==> src/assert_macros.svh <==
`ifndef ASSERT_MACROS_SVH
`define ASSERT_MACROS_SVH

// Concurrent assertion sampled on the rising clock edge, disabled during reset.
`define ASSERT_CLKD(lbl, clk, rst_n, prop) \
  lbl: assert property (@(posedge clk) disable iff (!rst_n) (prop)) \
    else $error("display assertion failed");

// Implication whose consequent is checked in the cycle after the antecedent.
`define ASSERT_NEXT(lbl, clk, rst_n, ante, cons) \
  lbl: assert property (@(posedge clk) disable iff (!rst_n) (ante) |=> (cons)) \
    else $error("display assertion failed");

`endif

==> src/sssd_pkg.sv <==
`default_nettype none

package sssd_pkg;

  // Command codes.
  typedef enum logic [3:0] {
    OP_INIT      = 4'd0,
    OP_SHOW_WAIT = 4'd1,
    OP_ERROR     = 4'd2,
    OP_ROUTER    = 4'd3,
    OP_DHCP      = 4'd4,
    OP_SET_DOT   = 4'd5,
    OP_CLR_DOT   = 4'd6,
    OP_CLEAR     = 4'd7,
    OP_TOG_COLON = 4'd8
  } op_e;

  typedef logic [7:0] seg_t;

  // One accepted command.
  typedef struct packed {
    logic [3:0]  opcode;
    logic [7:0]  bus_line;
    logic [7:0]  wait_minutes;
    logic [1:0]  wait_slot;
    logic [31:0] age_ms;
  } cmd_t;

  // The five display bytes, first position first.
  typedef struct packed {
    seg_t d0;
    seg_t d1;
    seg_t ind;
    seg_t d3;
    seg_t d4;
  } disp_t;

  localparam logic [31:0] STALE_LIMIT_RST = 32'd60000;

  // Indicator masks and bits of the middle byte.
  localparam seg_t IND_SLOT_KEEP  = 8'hF3;
  localparam seg_t IND_COLON_KEEP = 8'hFC;
  localparam seg_t IND_COLON      = 8'h02;
  localparam seg_t IND_DOT_KEEP   = 8'hEF;
  localparam seg_t IND_DOT        = 8'h10;

  // Fixed glyphs, one letter per position.
  localparam seg_t G_I = 8'b0011_0000;
  localparam seg_t G_N = 8'h54;
  localparam seg_t G_T = 8'b0111_1000;
  localparam seg_t G_E = 8'b0111_1001;
  localparam seg_t G_R = 8'b0101_0000;
  localparam seg_t G_C = 8'h58;
  localparam seg_t G_D = 8'b0101_1110;
  localparam seg_t G_H = 8'h74;
  localparam seg_t G_P = 8'b0111_0011;
  localparam seg_t G_BLANK = 8'h00;
  // Small letter i, segment e only.
  localparam seg_t G_SMALL_I = 8'h10;

  // Segment code of a decimal digit; anything above nine is blank.
  function automatic seg_t digit_glyph(logic [7:0] d);
    seg_t g;
    case (d)
      8'd0:    g = 8'b0011_1111;
      8'd1:    g = 8'h06;
      8'd2:    g = 8'h5B;
      8'd3:    g = 8'h4F;
      8'd4:    g = 8'h66;
      8'd5:    g = 8'h6D;
      8'd6:    g = 8'h7D;
      8'd7:    g = 8'h07;
      8'd8:    g = 8'h7F;
      8'd9:    g = 8'h6F;
      default: g = G_BLANK;
    endcase
    return g;
  endfunction

  // Quotient by ten of an 8-bit value via reciprocal multiply (exact for every 8-bit input).
  function automatic logic [7:0] div10(logic [7:0] v);
    logic [15:0] p;
    p = {8'd0, v} * 16'd205;
    return {3'd0, p[15:11]};
  endfunction

endpackage

`default_nettype wire

==> src/sssd_cmd_if.sv <==
`default_nettype none

interface sssd_cmd_if;
  import sssd_pkg::*;

  logic        valid;
  logic        ready;
  logic [3:0]  opcode;
  logic [7:0]  bus_line;
  logic [7:0]  wait_minutes;
  logic [1:0]  wait_slot;
  logic [31:0] age_ms;

  modport source (output valid, opcode, bus_line, wait_minutes, wait_slot, age_ms,
                  input ready);
  modport sink   (input valid, opcode, bus_line, wait_minutes, wait_slot, age_ms,
                  output ready);
endinterface

`default_nettype wire

==> src/sssd_disp_if.sv <==
`default_nettype none

interface sssd_disp_if;
  logic       valid;
  logic       ready;
  logic [7:0] digit_zero;
  logic [7:0] digit_one;
  logic [7:0] indicator_byte;
  logic [7:0] digit_three;
  logic [7:0] digit_four;

  modport source (output valid, digit_zero, digit_one, indicator_byte, digit_three,
                  digit_four, input ready);
  modport sink   (input valid, digit_zero, digit_one, indicator_byte, digit_three,
                  digit_four, output ready);
endinterface

`default_nettype wire

==> src/sssd_in_stage.sv <==
`default_nettype none

module sssd_in_stage import sssd_pkg::*; (
  input  wire logic clk_i,
  input  wire logic rst_ni,
  sssd_cmd_if.sink  cmd,
  input  wire logic advance_i,
  output logic      valid_o,
  output cmd_t      cmd_o
);

  logic valid_q, valid_d;
  cmd_t cmd_q, cmd_d;
  logic take;

  // The stage takes a transaction whenever it is empty or drains this cycle.
  assign cmd.ready = !valid_q || advance_i;
  assign take      = cmd.valid && cmd.ready;

  always_comb begin
    valid_d = valid_q;
    cmd_d   = cmd_q;
    if (take) begin
      valid_d = 1'b1;
      cmd_d   = '{opcode: cmd.opcode, bus_line: cmd.bus_line,
                  wait_minutes: cmd.wait_minutes, wait_slot: cmd.wait_slot,
                  age_ms: cmd.age_ms};
    end else if (advance_i) begin
      valid_d = 1'b0;
    end
  end

  always_ff @(posedge clk_i or negedge rst_ni) begin
    if (!rst_ni) begin
      valid_q <= 1'b0;
    end else begin
      valid_q <= valid_d;
    end
  end

  // Payload needs no reset.
  always_ff @(posedge clk_i) begin
    cmd_q <= cmd_d;
  end

  assign valid_o = valid_q;
  assign cmd_o   = cmd_q;

endmodule

`default_nettype wire

==> src/sssd_next.sv <==
`default_nettype none

module sssd_next import sssd_pkg::*; (
  input  wire cmd_t  cmd_i,
  input  wire logic  stale_i,
  input  wire disp_t cur_i,
  output disp_t      nxt_o
);

  logic [7:0] line_q10, line_r10, wait_q10, wait_r10;
  seg_t       ind;

  // Decimal split of line and wait.
  always_comb begin
    line_q10 = div10(cmd_i.bus_line);
    line_r10 = cmd_i.bus_line - (line_q10 * 8'd10);
    wait_q10 = div10(cmd_i.wait_minutes);
    wait_r10 = cmd_i.wait_minutes - (wait_q10 * 8'd10);
  end

  // Indicator update for show wait: slot index, then colon when stale.
  always_comb begin
    ind = (cur_i.ind & IND_SLOT_KEEP) | {4'd0, cmd_i.wait_slot, 2'd0};
    if (stale_i) begin
      ind = (ind & IND_COLON_KEEP) | IND_COLON;
    end
  end

  // Command decode and byte update.
  always_comb begin
    nxt_o = cur_i;
    case (op_e'(cmd_i.opcode))
      OP_INIT: begin
        nxt_o = '{d0: G_I, d1: G_N, ind: G_BLANK, d3: G_SMALL_I, d4: G_T};
      end
      OP_SHOW_WAIT: begin
        nxt_o.ind = ind;
        if (cmd_i.bus_line == 8'd0) begin
          nxt_o.d0 = G_BLANK;
          nxt_o.d1 = G_BLANK;
          nxt_o.d3 = G_BLANK;
          nxt_o.d4 = G_BLANK;
        end else begin
          if (cmd_i.bus_line < 8'd10) begin
            nxt_o.d0 = digit_glyph(cmd_i.bus_line);
            nxt_o.d1 = G_BLANK;
          end else begin
            nxt_o.d0 = digit_glyph(line_q10);
            nxt_o.d1 = digit_glyph(line_r10);
          end
          // A wait of 100 or more leaves the wait digits as they are.
          if (cmd_i.wait_minutes < 8'd10) begin
            nxt_o.d3 = G_BLANK;
            nxt_o.d4 = digit_glyph(cmd_i.wait_minutes);
          end else if (cmd_i.wait_minutes < 8'd100) begin
            nxt_o.d3 = digit_glyph(wait_q10);
            nxt_o.d4 = digit_glyph(wait_r10);
          end
        end
      end
      OP_ERROR: begin
        nxt_o.d0 = G_E;
        nxt_o.d1 = G_R;
        nxt_o.d3 = G_R;
        nxt_o.d4 = G_BLANK;
      end
      OP_ROUTER: begin
        nxt_o.d0 = G_R;
        nxt_o.d1 = G_T;
        nxt_o.d3 = G_C;
        nxt_o.d4 = G_N;
      end
      OP_DHCP: begin
        nxt_o.d0 = G_D;
        nxt_o.d1 = G_H;
        nxt_o.d3 = G_C;
        nxt_o.d4 = G_P;
      end
      OP_SET_DOT: begin
        nxt_o.ind = (cur_i.ind & IND_DOT_KEEP) | IND_DOT;
      end
      OP_CLR_DOT: begin
        nxt_o.ind = cur_i.ind & IND_DOT_KEEP;
      end
      OP_CLEAR: begin
        nxt_o.d0 = G_BLANK;
        nxt_o.d1 = G_BLANK;
        nxt_o.d3 = G_BLANK;
        nxt_o.d4 = G_BLANK;
      end
      OP_TOG_COLON: begin
        nxt_o.ind = cur_i.ind ^ IND_COLON;
      end
      default: begin
        nxt_o = cur_i;
      end
    endcase
  end

endmodule

`default_nettype wire

==> src/seven_segment_status_display.sv <==
// Five-position seven-segment status display controller.
// Commands arrive as transactions on the cmd channel (valid/ready); each one
// updates the five stored segment bytes and produces exactly one transaction
// on the disp channel carrying all five bytes after the update.
// The stale limit register is written through cfg_we_i/cfg_wdata_i; the user
// must write it only while the block is idle, which the block does not enforce.
// It resets to 60000. Each command is registered first in the input register,
// then its result in the result register, which also holds the display state.
// Throughput: one command per cycle while the receiver does not stall; the
// whole update is a single pass of short logic, with divide by ten done as a
// reciprocal multiply.
// Reset clears all segment bytes, both valid flags and loads the stale limit.
// When the receiver stalls, the result holds, the input register still takes
// one more command, and then cmd.ready drops until the result is taken.
`default_nettype none

`include "assert_macros.svh"

module seven_segment_status_display import sssd_pkg::*; (
  input  wire logic        clk_i,
  input  wire logic        rst_ni,
  sssd_cmd_if.sink         cmd,
  sssd_disp_if.source      disp,
  input  wire logic        cfg_we_i,
  input  wire logic [31:0] cfg_wdata_i
);

  logic [31:0] stale_limit_q;
  logic        stage_valid;
  cmd_t        stage_cmd;
  logic        advance;
  logic        stale;
  disp_t       bytes_q, bytes_d;
  logic        out_valid_q, out_valid_d;

  // Configuration register.
  always_ff @(posedge clk_i or negedge rst_ni) begin
    if (!rst_ni) begin
      stale_limit_q <= STALE_LIMIT_RST;
    end else if (cfg_we_i) begin
      stale_limit_q <= cfg_wdata_i;
    end
  end

  // The staged command moves on when the result register is free.
  assign advance = stage_valid && (!out_valid_q || disp.ready);

  sssd_in_stage u_in_stage (
    .clk_i     (clk_i),
    .rst_ni    (rst_ni),
    .cmd       (cmd),
    .advance_i (advance),
    .valid_o   (stage_valid),
    .cmd_o     (stage_cmd)
  );

  assign stale = stage_cmd.age_ms > stale_limit_q;

  sssd_next u_next (
    .cmd_i   (stage_cmd),
    .stale_i (stale),
    .cur_i   (bytes_q),
    .nxt_o   (bytes_d)
  );

  // Result register doubles as display state.
  always_comb begin
    out_valid_d = out_valid_q;
    if (advance) begin
      out_valid_d = 1'b1;
    end else if (disp.ready) begin
      out_valid_d = 1'b0;
    end
  end

  always_ff @(posedge clk_i or negedge rst_ni) begin
    if (!rst_ni) begin
      out_valid_q <= 1'b0;
      bytes_q     <= '0;
    end else begin
      out_valid_q <= out_valid_d;
      if (advance) begin
        bytes_q <= bytes_d;
      end
    end
  end

  assign disp.valid          = out_valid_q;
  assign disp.digit_zero     = bytes_q.d0;
  assign disp.digit_one      = bytes_q.d1;
  assign disp.indicator_byte = bytes_q.ind;
  assign disp.digit_three    = bytes_q.d3;
  assign disp.digit_four     = bytes_q.d4;

  // A clear command leaves all four digit positions blank.
  `ASSERT_NEXT(a_clear_blanks, clk_i, rst_ni,
               advance && (stage_cmd.opcode == OP_CLEAR),
               (bytes_q.d0 == G_BLANK) && (bytes_q.d1 == G_BLANK) &&
               (bytes_q.d3 == G_BLANK) && (bytes_q.d4 == G_BLANK))

  // Toggle colon flips only the colon bit of the indicator byte.
  `ASSERT_NEXT(a_colon_toggle, clk_i, rst_ni,
               advance && (stage_cmd.opcode == OP_TOG_COLON),
               bytes_q.ind == ($past(bytes_q.ind) ^ IND_COLON))

  // Show wait always lands the slot index in bits two and three.
  `ASSERT_NEXT(a_slot_bits, clk_i, rst_ni,
               advance && (stage_cmd.opcode == OP_SHOW_WAIT),
               bytes_q.ind[3:2] == $past(stage_cmd.wait_slot))

  // Display state only changes when a result is produced.
  `ASSERT_CLKD(a_state_moves_with_result, clk_i, rst_ni,
               !$stable(bytes_q) |-> out_valid_q)

endmodule

`default_nettype wire

==> src/flat_wrapper.sv <==
// flat-port wrapper written by rule: the top's interface ports become plain ports
module seven_segment_status_display_flat import sssd_pkg::*;
  (clk_i, rst_ni, cfg_we_i, cfg_wdata_i, cmd_valid, cmd_opcode, cmd_bus_line, cmd_wait_minutes, cmd_wait_slot, cmd_age_ms, cmd_ready, disp_valid, disp_digit_zero, disp_digit_one, disp_indicator_byte, disp_digit_three, disp_digit_four, disp_ready);
  sssd_cmd_if cmd_i ();
  sssd_disp_if disp_i ();
  input  wire logic clk_i;
  input  wire logic rst_ni;
  input  wire logic cfg_we_i;
  input  wire logic [31:0] cfg_wdata_i;
  input wire logic [$bits(cmd_i.valid)-1:0] cmd_valid;
  input wire logic [$bits(cmd_i.opcode)-1:0] cmd_opcode;
  input wire logic [$bits(cmd_i.bus_line)-1:0] cmd_bus_line;
  input wire logic [$bits(cmd_i.wait_minutes)-1:0] cmd_wait_minutes;
  input wire logic [$bits(cmd_i.wait_slot)-1:0] cmd_wait_slot;
  input wire logic [$bits(cmd_i.age_ms)-1:0] cmd_age_ms;
  output wire logic [$bits(cmd_i.ready)-1:0] cmd_ready;
  output wire logic [$bits(disp_i.valid)-1:0] disp_valid;
  output wire logic [$bits(disp_i.digit_zero)-1:0] disp_digit_zero;
  output wire logic [$bits(disp_i.digit_one)-1:0] disp_digit_one;
  output wire logic [$bits(disp_i.indicator_byte)-1:0] disp_indicator_byte;
  output wire logic [$bits(disp_i.digit_three)-1:0] disp_digit_three;
  output wire logic [$bits(disp_i.digit_four)-1:0] disp_digit_four;
  input wire logic [$bits(disp_i.ready)-1:0] disp_ready;
  assign cmd_i.valid = cmd_valid;
  assign cmd_i.opcode = cmd_opcode;
  assign cmd_i.bus_line = cmd_bus_line;
  assign cmd_i.wait_minutes = cmd_wait_minutes;
  assign cmd_i.wait_slot = cmd_wait_slot;
  assign cmd_i.age_ms = cmd_age_ms;
  assign cmd_ready = cmd_i.ready;
  assign disp_valid = disp_i.valid;
  assign disp_digit_zero = disp_i.digit_zero;
  assign disp_digit_one = disp_i.digit_one;
  assign disp_indicator_byte = disp_i.indicator_byte;
  assign disp_digit_three = disp_i.digit_three;
  assign disp_digit_four = disp_i.digit_four;
  assign disp_i.ready = disp_ready;
  seven_segment_status_display u_core (.clk_i(clk_i), .rst_ni(rst_ni), .cmd(cmd_i), .disp(disp_i), .cfg_we_i(cfg_we_i), .cfg_wdata_i(cfg_wdata_i));
endmodule
==> config.mk <==
export PLATFORM = sky130hd
export DESIGN_NAME = seven_segment_status_display_flat
export DESIGN_NICKNAME = d
export VERILOG_FILES = /design/src/sssd_pkg.sv /design/src/sssd_cmd_if.sv /design/src/sssd_disp_if.sv /design/src/sssd_in_stage.sv /design/src/sssd_next.sv /design/src/seven_segment_status_display.sv /design/src/flat_wrapper.sv
export VERILOG_INCLUDE_DIRS = /design/src /design/src/src
export SDC_FILE = /design/constraint.sdc
export NUM_CORES = 1
export LEC_CHECK = 0
export ABC_AREA = 1
export BUFFER_PORTS_ARGS = -buffer_cell sky130_fd_sc_hd__buf_4
export CORE_MARGIN = 10
export CORE_UTILIZATION = 43
export CTS_BUF_LIST = sky130_fd_sc_hd__clkbuf_4 sky130_fd_sc_hd__clkbuf_8 sky130_fd_sc_hd__clkbuf_16
export CTS_CLUSTER_SIZE = 24
export DETAILED_ROUTE_END_ITERATION = 6
export PLACE_DENSITY_LB_ADDON = 0.08
export SLEW_MARGIN = 20
export SYNTH_ARGS = -nofsm -noshare
export SYNTH_HDL_FRONTEND = slang
export SYNTH_SLANG_ARGS = --single-unit
export TNS_END_PERCENT = 100
==> constraint.sdc <==
create_clock -name clk_i -period 15.7 [get_ports clk_i]
set_input_delay 2.355 -clock clk_i [delete_from_list [all_inputs] [get_ports clk_i]]
set_output_delay 2.355 -clock clk_i [all_outputs]
set_load 0.02 [all_outputs]
; Word-level counts from Yosys, hierarchy flattened
; Memories as Yosys holds them, arrays and structs flattened. A register that Yosys moved wholly into a read port is not among the register bits.
; Cells that the tools add are included.
; W data, S select, Z words.
[totals]
output_inout_bits = 42
mem_count = 6
register_bits = 128
romBits = 672
[mem_list]
columns = memory, words, width, read_ports, rd_ports_with_merged_regs, write_ports, line_no
row1 = (no name shown), 16, 7, 1, 1, 0, sssd_pkg.sv:64  ; case (d)
row2 = (no name shown), 16, 7, 1, 0, 0, sssd_pkg.sv:64
row3 = (no name shown), 16, 7, 1, 0, 0, sssd_pkg.sv:64
row4 = (no name shown), 16, 7, 1, 1, 0, sssd_pkg.sv:64
row5 = (no name shown), 16, 7, 1, 0, 0, sssd_pkg.sv:64
row6 = (no name shown), 16, 7, 1, 0, 0, sssd_pkg.sv:64
[classes]
n_addsub = 2
n_mux = 21
eq_ne = 9
n_lt_le_gt_ge = 4
mul = 4
reduce_logical = 25
bitwise_logic = 5
[op_table]
columns = cell, count
row1 = $pmux W16 S6, 2
row2 = $mux W16, 5
row3 = $mux W8, 6
row4 = $pmux W8 S5, 1
row5 = $gt A32 B32 Y1, 1
row6 = $mul A8 B8 Y16 const B, 2
row7 = $logic_not A4 Y1, 7
row8 = $eq A4 B3 Y1 const B, 4
row9 = $lt A8 B4 Y1 const B, 2
row10 = $sub A8 B8 Y8, 2
row11 = $mul A5 B3 Y7 const B, 2
row12 = $eq A4 B2 Y1 const B, 2
row13 = $logic_not A8 Y1, 1
row14 = $lt A8 B7 Y1 const B, 1
row15 = $mux W4, 2
row16 = $or A8 B4 Y8, 1
row17 = $reduce_and A3 Y1, 2
row18 = $reduce_bool A2 Y1, 3
row19 = $reduce_bool A6 Y1, 1
row20 = $reduce_and A5 Y1, 1
row21 = $eq A4 B1 Y1 const B, 1
row22 = $eq A4 B4 Y1 const B, 1
row23 = $mux W1, 4
row24 = $ne A4 B4 Y1 const B, 1
row25 = other kinds (9), 15

; Depth between registers and ports, before layout
; Gate-level depths: netlist of run 1.
[logic_depth]
ltp_word = 9
mapped_depth = 38
ltp_nobuf = 38

; Cells and area by module
; From an unflattened synthesis of run 1, not the netlist that was laid out.
[hier_totals]
cells_unflattened = 1319
area_unflattened_um2 = 10701.5
[modules_own_cells]
columns = module, area_each_um2, instances, cells_each, seq_area_each_um2
row1 = sssd_next, 5481.5, 1, 843, 0.0
row2 = seven_segment_status_display, 3553.4, 1, 416, 1835.5
row3 = sssd_in_stage, 1666.6, 1, 60, 1646.6

; Worst setup path before layout of run 1
; OpenSTA, ideal clock, no wires.
[synth_path]
path_type = reg-to-reg
from = register u_core.u_in_stage.cmd_q, in the netlist u_core.u_in_stage.cmd_o[43]
to = register u_core.bytes_q, in the netlist u_core.disp.digit_one[0]
stages_incl_launch_ff = 31
required_time_ns = 15.583
arrival_time_ns = 5.711
synth_period_minus_slack_ns = 5.828
setup_ns = 0.117
setup_slack_ns = 9.872
n_path_buf = 0
path_cell_list = edfxtp_1 -> ha_1 -> xor2_1 -> ha_1 -> fa_1 -> inv_1 -> fa_1 -> inv_1 -> ha_1 -> nand2_1 -> nor2_1 -> nand2_1 -> nand2_1 -> nand2_1 -> nand2_1 -> inv_1 -> ha_1 -> ha_1 -> fa_1 -> xnor2_1 -> ha_1 -> a21oi_1 -> nand3_1 -> nand2_1 -> nand2_1 -> or2_2 -> nand2_1 -> nand2_1 -> and3_1 -> nand3_1 -> nand2_1
[synth_between]
elab_chain_len = 8
elab_cells_between_ends = 11
cone_classes = add/sub: 1 / mul: 2 / order compare: 1 / mux: 4 / reduce/logical: 2 / memory: 1
[synth_lines]
columns = element, line_no
row1 = from (decl), sssd_in_stage.sv:13  ; cmd_t cmd_q, cmd_d;
row2 = from (signal assigned), sssd_in_stage.sv:43  ; cmd_q <= cmd_d;
row3 = $mul A8 B8 Y16, sssd_pkg.sv:83  ; p = {8'd0, v} * 16'd205;
row4 = $mul A5 B3 Y7, sssd_next.sv:16  ; line_r10 = cmd_i.bus_line - (line_q10 * 8'd10);
row5 = $sub A8 B8 Y8, sssd_next.sv:16
row6 = $mem_v2 Z16 W7 / $logic_not A4 Y1 (equally long branches), n/a
row7 = $mux W8, sssd_pkg.sv:64
row8 = $mux W16, sssd_next.sv:44  ; if (cmd_i.bus_line < 8'd10) begin
row9 = $mux W16 (*), sssd_next.sv:38  ; if (cmd_i.bus_line == 8'd0) begin
row10 = $pmux W16 S6 (*), sssd_next.sv:32  ; case (op_e'(cmd_i.opcode))
row11 = to (signal assigned), seven_segment_status_display.sv:83  ; bytes_q <= bytes_d;
row12 = to (decl), seven_segment_status_display.sv:33  ; disp_t bytes_q, bytes_d;
; Mark *: on every way between the ends. The rest lies on a longest branch, timed or not.
; A chain may end at the register's enable or synchronous reset.

; Worst setup path in the final report of run 1
[layout_path]
from = register u_core.u_in_stage.cmd_q, in the netlist u_core.u_in_stage.cmd_o[42]
to = register u_core.bytes_q, in the netlist u_core.disp.digit_one[0]
; The elaborated chain is that of the path after synthesis.

==> impl_results.rst, run 1 <==
.. list-table::
   :header-rows: 1

   * - Metric
     - Value
   * - Outcome
     - complete, no violations
   * - Critical R2R Launch
     - u_core.u_in_stage.cmd_o[42]
   * - Die Width
     - 178 um
   * - Worst Setup Path Type
     - register to register
   * - Setup TNS
     - 0 ns
   * - Cell type contributing the most total cell area after synthesis
     - sky130_fd_sc_hd__ha_1
   * - IO Port Bufs
     - roughly 130
   * - Count of hold-fix buffers inserted at cts
     - 0
   * - Detail Placement HPWL
     - 20.6 mm
   * - Endpoint type of the worst setup path
     - register
   * - Critical path peak fanout
     - 9
   * - Endpoint of the worst setup timing path
     - u_core.disp.digit_one[0]
   * - Distinct cell type count of the synthesized netlist
     - 50
   * - Share of layout cells above drive strength 1
     - about 15%
   * - Number of remaining DRC errors
     - 0
   * - Maximum number of pins on one net before global-route repair
     - 71
   * - Detailed-route via count
     - 8387
   * - Met3 routing resource usage after global routing
     - around 3.1%
   * - Ports placed on the boundary
     - 133
   * - Worst ir drop on vdd
     - 110 uV
   * - CP startpoint kind
     - register
   * - Critical register-to-register path endpoint
     - u_core.disp.digit_one[0]
   * - Arrival time at the worst endpoint
     - 6.72 ns
   * - Final setup viols
     - 0
   * - Initial antenna violation count
     - 0
   * - Number of buffers added for setup after CTS
     - 0
   * - Via count of the first global-routing pass
     - approximately 8700
   * - Total leakage power
     - 6.81 nW
   * - Timing startpoint of the critical path
     - u_core.u_in_stage.cmd_o[42]
   * - Average cell area after synthesis
     - 8.32 um2
   * - Async set-or-reset flop fraction in the synthesized netlist
     - 50.7%
   * - Worst R2R Path Depth
     - 32
   * - Detail Route Antenna Nets
     - 0
   * - Maximum clock path buffer count
     - 2
   * - Top post-synthesis cells by count
     - sky130_fd_sc_hd__nand2_1 (346), sky130_fd_sc_hd__inv_1 (191), sky130_fd_sc_hd__ha_1 (188)
   * - Required time at the endpoint of the critical path
     - 16.00 ns
   * - Time the worst path needs with I/O delays and setup
     - between 6 and 7 ns
   * - Transition time of the tightest slew-check pin
     - 0.979 ns
   * - Post-synth design cell area
     - 0.0107 mm2
   * - Clk sinks
     - 138
   * - CTS H-tree lvls
     - 4
   * - Busiest layer in global routing
     - met2
   * - Most used flip-flop cell after synthesis
     - sky130_fd_sc_hd__dfrtp_1
   * - CTS tree
     - yes
   * - Buffer cell driving the clock tree root
     - sky130_fd_sc_hd__clkbuf_16
   * - Final net count
     - 1717
   * - Clock-pin slew reported for the worst setup and hold paths after clock tree synthesis
     - 0.07 ns
   * - Peak per-stage delay on the critical path
     - between 0.5 and 0.6 ns
   * - Via density per instance
     - 4.78
   * - Starting utilization of the core area
     - 43.8%
   * - Flip-flop and latch count after synthesis
     - 138
   * - P&R area growth vs syn
     - 17.9%
   * - Finished Cell Area
     - 0.0126 mm2
   * - WL per Instance
     - about 15 um
   * - Row count
     - 57
   * - Routability cong.
     - 0.889
   * - Final Max Tran Viols
     - 0
   * - Final worst clock skew
     - 0.0133 ns
   * - Type of the worst min-delay path
     - register to register
   * - Die area
     - 0.0315 mm2
   * - Most prevalent standard cell on the critical path
     - sky130_fd_sc_hd__nand2_1
   * - Main area contributors after synthesis
     - sky130_fd_sc_hd__ha_1 (22%), sky130_fd_sc_hd__edfxtp_1 (15%), sky130_fd_sc_hd__dfrtp_1 (15%), sky130_fd_sc_hd__nand2_1 (12%), sky130_fd_sc_hd__inv_1 (6.7%)
   * - Number of enable flip-flop cells after synthesis
     - 54
   * - Worst max-slew margin expressed relative to the limit
     - between 30% and 40%
   * - Final Hold Slack
     - 0.473 ns
   * - Warnings from Yosys
     - 0
   * - Worst-case setup margin in the final layout
     - 9.28 ns
   * - Total of max-cap violations
     - 0
   * - Placeable core region
     - approximately 0.024 mm2
   * - Sequential element share of the synthesized area
     - approximately 34%
   * - Global-route total usage across every layer
     - approximately 17%
   * - Detailed Route Iter0 Violations
     - 512
   * - Placed standard-cell area
     - roughly 0.012 mm2
   * - Resized Gates After CTS
     - 0
   * - Share of the synthesized area in the top cell type
     - 22.0%
   * - Final-report hold violation count
     - 0
   * - Setup WS pre-CTS
     - about 9 ns
   * - Setup repair after global routing missed its margin
     - no
   * - Count of mapped cells out of synthesis
     - approximately 1300
   * - Router iterations before antenna repair
     - 5
   * - First-pass GRT wire length
     - 42.7 mm
   * - Height of the chip
     - ~180 um
   * - Met2 track demand over resource in global routing
     - a little over a quarter
   * - Global routing usage on met1
     - 22.4%
   * - Maximum operating frequency
     - between 150 and 200 MHz
   * - Tcrit/Tclk final
     - 40.9%
   * - Clock latency reported for the late side of the worst-skew pair
     - 0.43 ns
   * - Cell Pwr Density
     - around 200 mW/mm2
   * - Most common cell in the synthesized netlist
     - sky130_fd_sc_hd__nand2_1
   * - Setup slack of the worst register-to-register path
     - 9.28 ns
   * - Total global routing overflow
     - 0
   * - Cell at the slowest stage of the critical path
     - sky130_fd_sc_hd__edfxtp_1
   * - Number of buffers created by CTS
     - 17
   * - Post-detailed-routing wire length
     - about 26 mm
   * - Antenna diode count
     - 0
==> power breakdown <==
part           internal, W  total [W]  switching [W]
logic             0.000605    0.00162        0.00101
clock network     0.000256   0.000427       0.000171
registers         0.000430   0.000463      0.0000336
total              0.00129    0.00251        0.00122
==> cell type report <==
| cell class | count | area, um2 |
|---|---|---|
| fillers | 2365 | 11800 |
| inverters | 200 | 757 |
| repair buffers | 129 | 968 |
| clock inverters | 14 | 186 |
| well taps | 324 | 405 |
| clock buffers | 18 | 433 |
| flip-flops and latches | 138 | 3660 |
| multi-input cells | 930 | 6180 |
==> cells in the final DEF (no fill, tap or decap), drive strengths merged, types with 7 or more instances in the layout <==
master,count
or2,11
ha,188
nand2,355
a21oi,53
nand3,58
fa,22
dfxtp,14
xnor2,8
buf,129
xor2,18
clkbuf,18
nor2,77
dfstp,7
edfxtp,54
inv,203
o21ai,73
dfrtp,63
nand4,20
==> critical path: cells and delay by family, from the launching register on <==
kind / cells / cell delay, ns
buffers and inverters: 5 / 0.58
flip-flops: 1 / 0.58
AO/OA/AOI/OAI: 1 / 0.19
XOR/XNOR: 1 / 0.14
adder cells (fa/ha/maj): 9 / 3.18
AND/OR/NAND/NOR: 16 / 1.61
==> through the flow <==
stage	power, W	utilization (%)	cells
floorplan	0.00171	-	1286
global placement	0.00208	49.1	1721
detailed placement	0.00209	49.1	1721
CTS	0.00253	51.6	1753
global route	0.00281	51.6	1753
finish	0.00251	51.6	1753
==> worst min path at each step <==
stage | slack, ns | endpoint | from | cells after the start
2_1_floorplan | 0.46 | u_core.disp.indicator_byte[2] | u_core.u_in_stage.cmd_o[32] | 2
3_3_place_gp | 0.46 | u_core.disp.indicator_byte[3] | u_core.disp.indicator_byte[3] | 2
3_5_place_dp | 0.46 | u_core.disp.indicator_byte[2] | u_core.disp.indicator_byte[2] | 2
4_1_cts | 0.48 | u_core.disp.indicator_byte[2] | u_core.disp.indicator_byte[2] | 2
5_1_grt | 0.50 | u_core.disp.digit_zero[1] | u_core.disp.digit_zero[1] | 2
6_report | 0.47 | u_core.disp.indicator_byte[2] | u_core.disp.indicator_byte[2] | 2
==> routing by layer <==
metal / vias to the layer above / routed length [um] / share of wire (%)
li1: 4426 / - / -
met1: 3831 / 12400 / 48
met2: 112 / 12000 / 47
met3: 18 / 916 / 3.6
met4: 0 / 244 / 0.96
met5: - / 0 / 0
==> cells by family after synthesis <==
logic type	after synthesis	share of synthesized area, %
mux	1	0.105
buf+inv	218	7.97
other cells	1	0.0351
flops	138	34.3
simple gates	534	21.4
xor+xnor	26	2.13
compound gates	155	7.93
fa+ha+maj	210	26.2
(Power assumes the default switching activity.)
==> inputs of run 2 (changes only) <==
==> constraint.sdc (replaced) <==
create_clock -name clk_i -period 5.91 [get_ports clk_i]
set_input_delay 0.8865 -clock clk_i [delete_from_list [all_inputs] [get_ports clk_i]]
set_output_delay 0.8865 -clock clk_i [all_outputs]
set_load 0.02 [all_outputs]
==> run 2 against run 1 <==
Compared with the run above:
- total power rose to 3.1 times the previous value
- sequential share of layout area down 2.3 points
- first-iteration DRC count down 8.0%
- global-route usage about the same
- count of clock-buffer cells in the layout unchanged
- via count up 4.2%
- highest routed layer unchanged
- largest cell class unchanged
==> impl_results.rst, run 2 (same netlist as run 1, synthesis figures left out) <==
.. list-table::
   :header-rows: 1

   * - Metric
     - Value
   * - Outcome
     - complete, no violations
   * - Setup repair after global routing missed its margin
     - yes
   * - Power after layout
     - 0.00782 W
   * - Required time at the endpoint of the critical path
     - 6.24 ns
   * - Cell at the slowest stage of the critical path
     - sky130_fd_sc_hd__fa_2
   * - Die area
     - 0.0315 mm2
   * - Final-report hold violation count
     - 0
   * - CTS tree
     - yes
   * - Time the worst path needs with I/O delays and setup
     - 5.72 ns
   * - WHS Endpoint
     - u_core.disp.indicator_byte[3]
   * - Transition time of the tightest slew-check pin
     - 0.938 ns
   * - Share of layout cells above drive strength 1
     - 24.9%
   * - Post-detailed-routing wire length
     - roughly 26 mm
   * - Number of fill cells in the layout
     - 2287
   * - Worst R2R Path Depth
     - 34
   * - Worst Setup Path Type
     - register to register
   * - Final Hold Slack
     - 0.478 ns
   * - Clock-pin slew reported for the worst setup and hold paths after clock tree synthesis
     - 0.06 ns
   * - Commonest non-fill, non-tap cell in the layout
     - sky130_fd_sc_hd__nand2_1
   * - Detail Placement HPWL
     - about 21 mm
   * - Initial antenna violation count
     - 0
   * - Buffer cell driving the clock tree root
     - sky130_fd_sc_hd__clkbuf_16
   * - Most prevalent standard cell on the critical path
     - sky130_fd_sc_hd__nand2_2
   * - Ports placed on the boundary
     - 133
   * - Clk sinks
     - between 100 and 150
   * - IO Port Bufs
     - 128
   * - CTS H-tree lvls
     - 4
   * - Detailed-route via count
     - between 8000 and 9000
   * - Final worst clock skew
     - 0.00849 ns
   * - Worst min-delay path startpoint
     - u_core.disp.indicator_byte[3]
   * - Tcrit/Tclk final
     - 96.8%
   * - Peak per-stage delay on the critical path
     - 0.53 ns
   * - Die Width
     - 178 um
   * - Total global routing overflow
     - 0
   * - Starting utilization of the core area
     - 43.8%
   * - Detailed Route Iter0 Violations
     - 471
   * - Number of remaining DRC errors
     - 0
   * - Antenna diode count
     - 0
   * - Worst ir drop on vdd
     - 347 uV
   * - Final net count
     - 1786
   * - Height of the chip
     - 178 um
   * - Critical register-to-register path endpoint
     - u_core.disp.digit_four[6]
   * - Number of buffers created by CTS
     - 17
   * - Maximum operating frequency
     - 175 MHz
   * - Cell Pwr Density
     - 572 mW/mm2
   * - Via count of the first global-routing pass
     - 8820
   * - Total leakage power
     - between 7 and 8 nW
   * - Router iterations before antenna repair
     - 5
   * - Final Util
     - 56.0%
   * - Count of hold-fix buffers inserted at cts
     - 0
   * - Type of the worst min-delay path
     - register to register
   * - Setup slack of the worst register-to-register path
     - between 0.15 and 0.2 ns
   * - Clock latency reported for the late side of the worst-skew pair
     - 0.42 ns
   * - Placeable core region
     - ~0.024 mm2
   * - CP startpoint kind
     - register
   * - Cell depth of the worst min-delay path
     - 2
   * - Total of max-cap violations
     - 0
   * - Maximum clock path buffer count
     - 2
   * - Row count
     - 57
   * - Worst max-slew margin expressed relative to the limit
     - 37.4%
   * - Critical path peak fanout
     - 7
   * - Final setup viols
     - 0
   * - Via density per instance
     - 4.80
   * - WL per Instance
     - 14.5 um
   * - Detail Route Antenna Nets
     - 0
   * - Endpoint type of the worst setup path
     - register
   * - Maximum number of pins on one net before global-route repair
     - 71
   * - Top library cells by usage in the layout, fill and taps aside
     - sky130_fd_sc_hd__nand2_1 (322), sky130_fd_sc_hd__buf_4 (194), sky130_fd_sc_hd__inv_1 (180), sky130_fd_sc_hd__ha_1 (158), sky130_fd_sc_hd__o21ai_0 (66)
   * - Global-route total usage across every layer
     - 16.7%
   * - Final Max Tran Viols
     - 0
   * - First-pass GRT wire length
     - ~43 mm
   * - P&R area growth vs syn
     - 28.0%
   * - Arrival time at the worst endpoint
     - 6.06 ns
   * - Routability cong.
     - 0.913
   * - Critical R2R Launch
     - u_core.u_in_stage.cmd_o[35]
[run 2: cell count changes in the layout (fill, tap and decap cells not counted), sizes merged]
cell,change
clkinvlp,-1
buf,+69
clkinv,+1
[run 2: area by class of cell]
| class | instances | area [um2] | area share, % |
|---|---|---|---|
| Clock buffer | 18 | 433 | 3.17 |
| Multi-Input combinational cell | 930 | 6720 | 49.2 |
| Tap cell | 324 | 405 | 2.97 |
| Sequential cell | 138 | 3660 | 26.8 |
| Timing Repair Buffer | 198 | 1500 | 11.0 |
| Inverter | 200 | 759 | 5.56 |
| Clock inverter | 14 | 185 | 1.36 |
[run 2: layer usage]
layer  track usage [%]  part of all wire (%)  vias up
met5                 0                     0        -
met3              2.72                   3.6       23
met1              22.3                    48     4005
li1                  -                     -     4573
met4              4.31                   1.4        0
met2              27.5                    47      136
[run 2: stage by stage]
step	TNS (ns)	instances	instance area, um2	setup WS (ns)
6_report	0	1822	13700	0.188
5_1_grt	-0.878	1822	13700	-0.116
4_1_cts	-0.00156	1813	13200	-0.00156
3_5_place_dp	-1.37	1774	12400	-0.160
3_3_place_gp	-0.339	1774	12400	-0.0531
2_1_floorplan	0	1286	10700	0.0818
[run 2: critical path, delay by kind of cell (launching register included)]
kind	cells	cell delay [ns]
xor+xnor	2	0.29
fa+ha+maj	9	2.98
compound gates	2	0.28
simple gates	17	1.42
buf+inv	4	0.19
flops	1	0.47
[run 2: timing repair]
action                                  CTS  global route
gates resized for setup                  20            93
pin swaps                                 8            72
endpoints found under the hold margin     0             0
endpoints found under the setup margin   14            14
buffers inserted                          7            10
[run 2: power by group]
part / leakage [nW] / internal [W] / total [W] / switching, W
Clock: 0.299 / 0.000681 / 0.00113 / 0.000446
Combinational: 5.38 / 0.00229 / 0.00547 / 0.00318
Sequential: 1.49 / 0.00114 / 0.00122 / 0.0000819
[run 2: how the worst max path moves through the flow]
stage / start / to / slack, ns / cells after the start
after floorplan: u_core.u_in_stage.cmd_o[43] / u_core.disp.digit_one[0] / 0.08 / 30
after global placement: u_core.u_in_stage.cmd_o[43] / u_core.disp.digit_one[0] / -0.05 / 31
after detailed placement: u_core.u_in_stage.cmd_o[43] / u_core.disp.digit_one[0] / -0.16 / 31
after CTS: u_core.u_in_stage.cmd_o[43] / u_core.disp.digit_one[0] / -0.002 / 35
after global routing: u_core.u_in_stage.cmd_o[37] / u_core.disp.digit_four[5] / -0.12 / 35
final: u_core.u_in_stage.cmd_o[35] / u_core.disp.digit_four[6] / 0.19 / 34
==> inputs of run 3 (changes only) <==
--- a/config.mk
+++ b/config.mk
@@ -6,15 +6,15 @@
 export SDC_FILE = /design/constraint.sdc
 export NUM_CORES = 1
 export LEC_CHECK = 0
-export ABC_AREA = 1
 export BUFFER_PORTS_ARGS = -buffer_cell sky130_fd_sc_hd__buf_4
 export CORE_MARGIN = 10
 export CORE_UTILIZATION = 43
 export CTS_BUF_LIST = sky130_fd_sc_hd__clkbuf_4 sky130_fd_sc_hd__clkbuf_8 sky130_fd_sc_hd__clkbuf_16
 export CTS_CLUSTER_SIZE = 24
 export DETAILED_ROUTE_END_ITERATION = 6
+export MAX_ROUTING_LAYER = met4
 export PLACE_DENSITY_LB_ADDON = 0.08
-export SLEW_MARGIN = 20
+export SLEW_MARGIN = 5
 export SYNTH_ARGS = -nofsm -noshare
 export SYNTH_HDL_FRONTEND = slang
 export SYNTH_SLANG_ARGS = --single-unit
==> run 3 against run 2 <==
Compared with the run above:
- the flow now finishes with violations (negative setup slack)
- combinational power fell by 11%
- sequential share of layout area fell by 0.28 points
- fmax fell by 12%
- total power fell by 8.8%
- non-clock buffer count rose by 85
- design area rose by 1.1%
- critical path type unchanged
- critical endpoint is now u_core.disp.digit_four[4]
- highest routed layer unchanged
==> impl_results.rst, run 3 <==
.. list-table::
   :header-rows: 1

   * - Metric
     - Value
   * - Outcome
     - finished with violations
   * - Violations in the final reports
     - negative setup slack
   * - Main area contributors after synthesis
     - sky130_fd_sc_hd__ha_1 (23%), sky130_fd_sc_hd__edfxtp_1 (16%), sky130_fd_sc_hd__dfrtp_1 (15%), sky130_fd_sc_hd__fa_1 (4.3%), sky130_fd_sc_hd__o21ai_0 (4.3%)
   * - Cell Count Post-Placement
     - 1596
   * - Final-report hold violation count
     - 0
   * - Cell type contributing the most total cell area after synthesis
     - sky130_fd_sc_hd__ha_1
   * - Number of remaining DRC errors
     - 0
   * - Final worst clock skew
     - 0.0155 ns
   * - IO Port Bufs
     - about 130
   * - Clock latency reported for the late side of the worst-skew pair
     - 0.42 ns
   * - Die area
     - 0.0307 mm2
   * - Cell at the slowest stage of the critical path
     - sky130_fd_sc_hd__or4_4
   * - Critical path peak fanout
     - 4
   * - Synthesized-area fraction occupied by adder cells
     - a little over a quarter
   * - Final setup viols
     - 14
   * - Cell Pwr Density
     - 517 mW/mm2
   * - Finished Cell Area
     - 0.0138 mm2
   * - Async set-or-reset flop fraction in the synthesized netlist
     - between 50% and 60%
   * - Clk sinks
     - 138
   * - Antenna diode count
     - 0
   * - Main combinational cell family by area after synthesis
     - adder cells
   * - WHS Endpoint
     - u_core.disp.indicator_byte[2]
   * - Peak per-stage delay on the critical path
     - 0.52 ns
   * - WL per Instance
     - 17.2 um
   * - Multiplexer share of the synthesized area
     - between 1 and 1.5%
   * - Final net count
     - 1620
   * - Warnings from Yosys
     - 0
   * - Via density per instance
     - roughly 5
   * - Placeable core region
     - 0.0236 mm2
   * - Switching share of total power
     - between 40% and 50%
   * - Number of buffers created by CTS
     - 17
   * - Average cell area after synthesis
     - 9.97 um2
   * - Setup WS pre-CTS
     - -0.825 ns
   * - Switching component of the power
     - about 0.0031 W
   * - Buffer cell driving the clock tree root
     - sky130_fd_sc_hd__clkbuf_16
   * - Routability cong.
     - 0.913
   * - Die Width
     - about 180 um
   * - Maximum operating frequency
     - 154 MHz
   * - Type of the worst min-delay path
     - register to register
   * - Share of total power in the clock network
     - ~15%
   * - Share of layout cells above drive strength 1
     - 30.0%
   * - Row count
     - 56
   * - Most used flip-flop cell after synthesis
     - sky130_fd_sc_hd__dfrtp_1
   * - Maximum clock path buffer count
     - 2
   * - Most prevalent standard cell on the critical path
     - sky130_fd_sc_hd__ha_4
   * - Endpoint type of the worst setup path
     - register
   * - Placed standard-cell area
     - 0.0128 mm2
   * - Xor and xnor area share after synthesis
     - between 2 and 3%
   * - Tcrit/Tclk final
     - 110%
   * - P&R area growth vs syn
     - 33.4%
   * - Top library cells by usage in the layout, fill and taps aside
     - sky130_fd_sc_hd__buf_4 (281), sky130_fd_sc_hd__ha_1 (173), sky130_fd_sc_hd__inv_1 (103), sky130_fd_sc_hd__o21ai_0 (81), sky130_fd_sc_hd__nand2_1 (78)
   * - Number of standard cells in the layout, taps in and fillers out
     - 1651
   * - Setup repair after global routing missed its margin
     - yes
   * - Worst-case setup margin in the final layout
     - -0.570 ns
   * - Maximum number of pins on one net before global-route repair
     - 71
   * - Number of enable flip-flop cells after synthesis
     - 54
   * - Worst ir drop on vdd
     - 552 uV
   * - Internal power
     - 0.00402 W
   * - Detailed Route Iter0 Violations
     - 578
   * - Worst max-slew margin expressed relative to the limit
     - 35.2%
   * - Final Util
     - 58.5%
   * - Setup TNS
     - -6.42 ns
   * - Ports placed on the boundary
     - roughly 130
   * - CTS H-tree lvls
     - 4
   * - Top Family by Delay on Critical Path
     - adder cells
   * - Final Max Tran Viols
     - 0
   * - Arrival time at the worst endpoint
     - roughly 7 ns
   * - Post-synth design cell area
     - 0.0104 mm2
   * - First-pass GRT wire length
     - 45.6 mm
   * - Worst R2R Path Depth
     - 25
   * - Count of mapped cells out of synthesis
     - 1038
   * - Detailed-route via count
     - 8509
   * - Worst path buffer plus inverter count
     - 6
   * - Commonest non-fill, non-tap cell in the layout
     - sky130_fd_sc_hd__buf_4
   * - Global-route total usage across every layer
     - 19.0%
   * - Router iterations before antenna repair
     - 5
   * - Required time at the endpoint of the critical path
     - approximately 6.3 ns
   * - Total global routing overflow
     - 0
   * - Setup slack of the worst register-to-register path
     - -0.57 ns
   * - Power share of the combinational group
     - ~68%
   * - Simple-Gate Fraction of Synth Area
     - 11.9%
   * - Post-detailed-routing wire length
     - 28.4 mm
   * - Cell depth of the worst min-delay path
     - 2
   * - Flip-flop and latch count after synthesis
     - 138
   * - Sequential element share of the synthesized area
     - 35.4%
   * - Relative contribution of sequential cells to total power
     - 16.7%
   * - Worst min-delay path startpoint
     - u_core.u_in_stage.cmd_o[32]
   * - Share of the synthesized area in the top cell type
     - between 20% and 30%
   * - Worst Setup Path Type
     - register to register
   * - Height of the chip
     - 175 um
   * - Total leakage power
     - 6.72 nW
   * - Critical R2R Launch
     - u_core.u_in_stage.cmd_o[35]
   * - Compound-gate portion of the synthesized area
     - between 15 and 20%
   * - Clock-pin slew reported for the worst setup and hold paths after clock tree synthesis
     - approximately 0.07 ns
   * - Top post-synthesis cells by count
     - sky130_fd_sc_hd__ha_1 (188), sky130_fd_sc_hd__inv_1 (108), sky130_fd_sc_hd__o21ai_0 (88)
   * - Starting utilization of the core area
     - 43.8%
   * - Initial antenna violation count
     - 0
   * - Total of max-cap violations
     - 0
   * - Transition time of the tightest slew-check pin
     - 0.972 ns
   * - Distinct cell type count of the synthesized netlist
     - 81
   * - CP startpoint kind
     - register
   * - Most common cell in the synthesized netlist
     - sky130_fd_sc_hd__ha_1
   * - Via count of the first global-routing pass
     - 8613
   * - CTS tree
     - yes
   * - Detail Placement HPWL
     - 22.4 mm
   * - Detail Route Antenna Nets
     - 0
   * - Time the worst path needs with I/O delays and setup
     - approximately 6.5 ns
   * - Critical register-to-register path endpoint
     - u_core.disp.digit_four[4]
==> run 3: area by class of cell <==
| cell class | count | area (um2) |
|---|---|---|
| Tap cell | 319 | 399 |
| Timing Repair Buffer | 283 | 2130 |
| Sequential cell | 138 | 3660 |
| Fill cell | 2072 | 9800 |
| Clock inverter | 15 | 179 |
| Clock buffer | 17 | 425 |
| Multi-Input combinational cell | 769 | 6600 |
| Inverter | 110 | 418 |
==> run 3: kinds of logic (layout without fill, tap and decap cells) <==
| group | after synthesis | in the layout |
|---|---|---|
| muxes | 14 | 14 |
| adders and majority gates | 210 | 210 |
| DFF | 138 | 138 |
| other | 1 | 4 |
| AOI/OAI and AO/OA | 265 | 265 |
| buffers and inverters | 134 | 425 |
| xor gates and xnor gates | 34 | 34 |
| and+or+nand+nor | 242 | 242 |
==> run 3: worst max-delay path by stage <==
stage | start | end | slack, ns | cells past startpoint
finish | u_core.u_in_stage.cmd_o[35] | u_core.disp.digit_four[4] | -0.57 | 25
global route | u_core.u_in_stage.cmd_o[45] | u_core.disp.digit_one[6] | -0.80 | 25
CTS | u_core.u_in_stage.cmd_o[35] | u_core.disp.digit_four[0] | -0.65 | 24
detailed placement | u_core.u_in_stage.cmd_o[35] | u_core.disp.digit_four[2] | -0.82 | 24
global placement | u_core.u_in_stage.cmd_o[35] | u_core.disp.digit_four[1] | -0.68 | 24
floorplan | u_core.u_in_stage.cmd_o[36] | u_core.disp.digit_four[0] | -0.64 | 25
==> run 3: power by group through the flow <==
stage          registers, W  logic [W]  clock network, W
2_1_floorplan       0.00125    0.00281                 0
6_report            0.00119    0.00487           0.00107
4_1_cts             0.00119    0.00465           0.00110
3_5_place_dp        0.00121    0.00436                 0
3_3_place_gp        0.00121    0.00433                 0
5_1_grt             0.00121    0.00540           0.00113
==> run 3: stage by stage <==
step	hold WS, ns	total power [W]
2_1_floorplan	0.455	0.00406
3_3_place_gp	0.461	0.00554
3_5_place_dp	0.469	0.00557
4_1_cts	0.489	0.00694
5_1_grt	0.528	0.00774
6_report	0.496	0.00714
==> run 3: layer usage <==
layer | global-route usage (%) | up-vias | routed length [um]
met5 | - | - | 0
met4 | 3.78 | 0 | 318
met3 | 3.19 | 22 | 1410
met2 | 28.4 | 200 | 12400
met1 | 26.5 | 4010 | 14200
li1 | - | 4277 | -
==> run 3: timing repair <==
action / CTS / global route
hold buffers: 0 / 0
pin swaps: 36 / 16
gates resized for setup: 28 / 25
endpoints found under the setup margin: 14 / 14
setup buffers: 13 / 10
hold endpoints to repair: 0 / 0
==> run 3: worst min-delay path, stage by stage (launching register included) <==
cell and delay, ns:
sky130_fd_sc_hd__edfxtp_1 0.32, sky130_fd_sc_hd__nand3_1 0.06, sky130_fd_sc_hd__o21ai_0 0.07
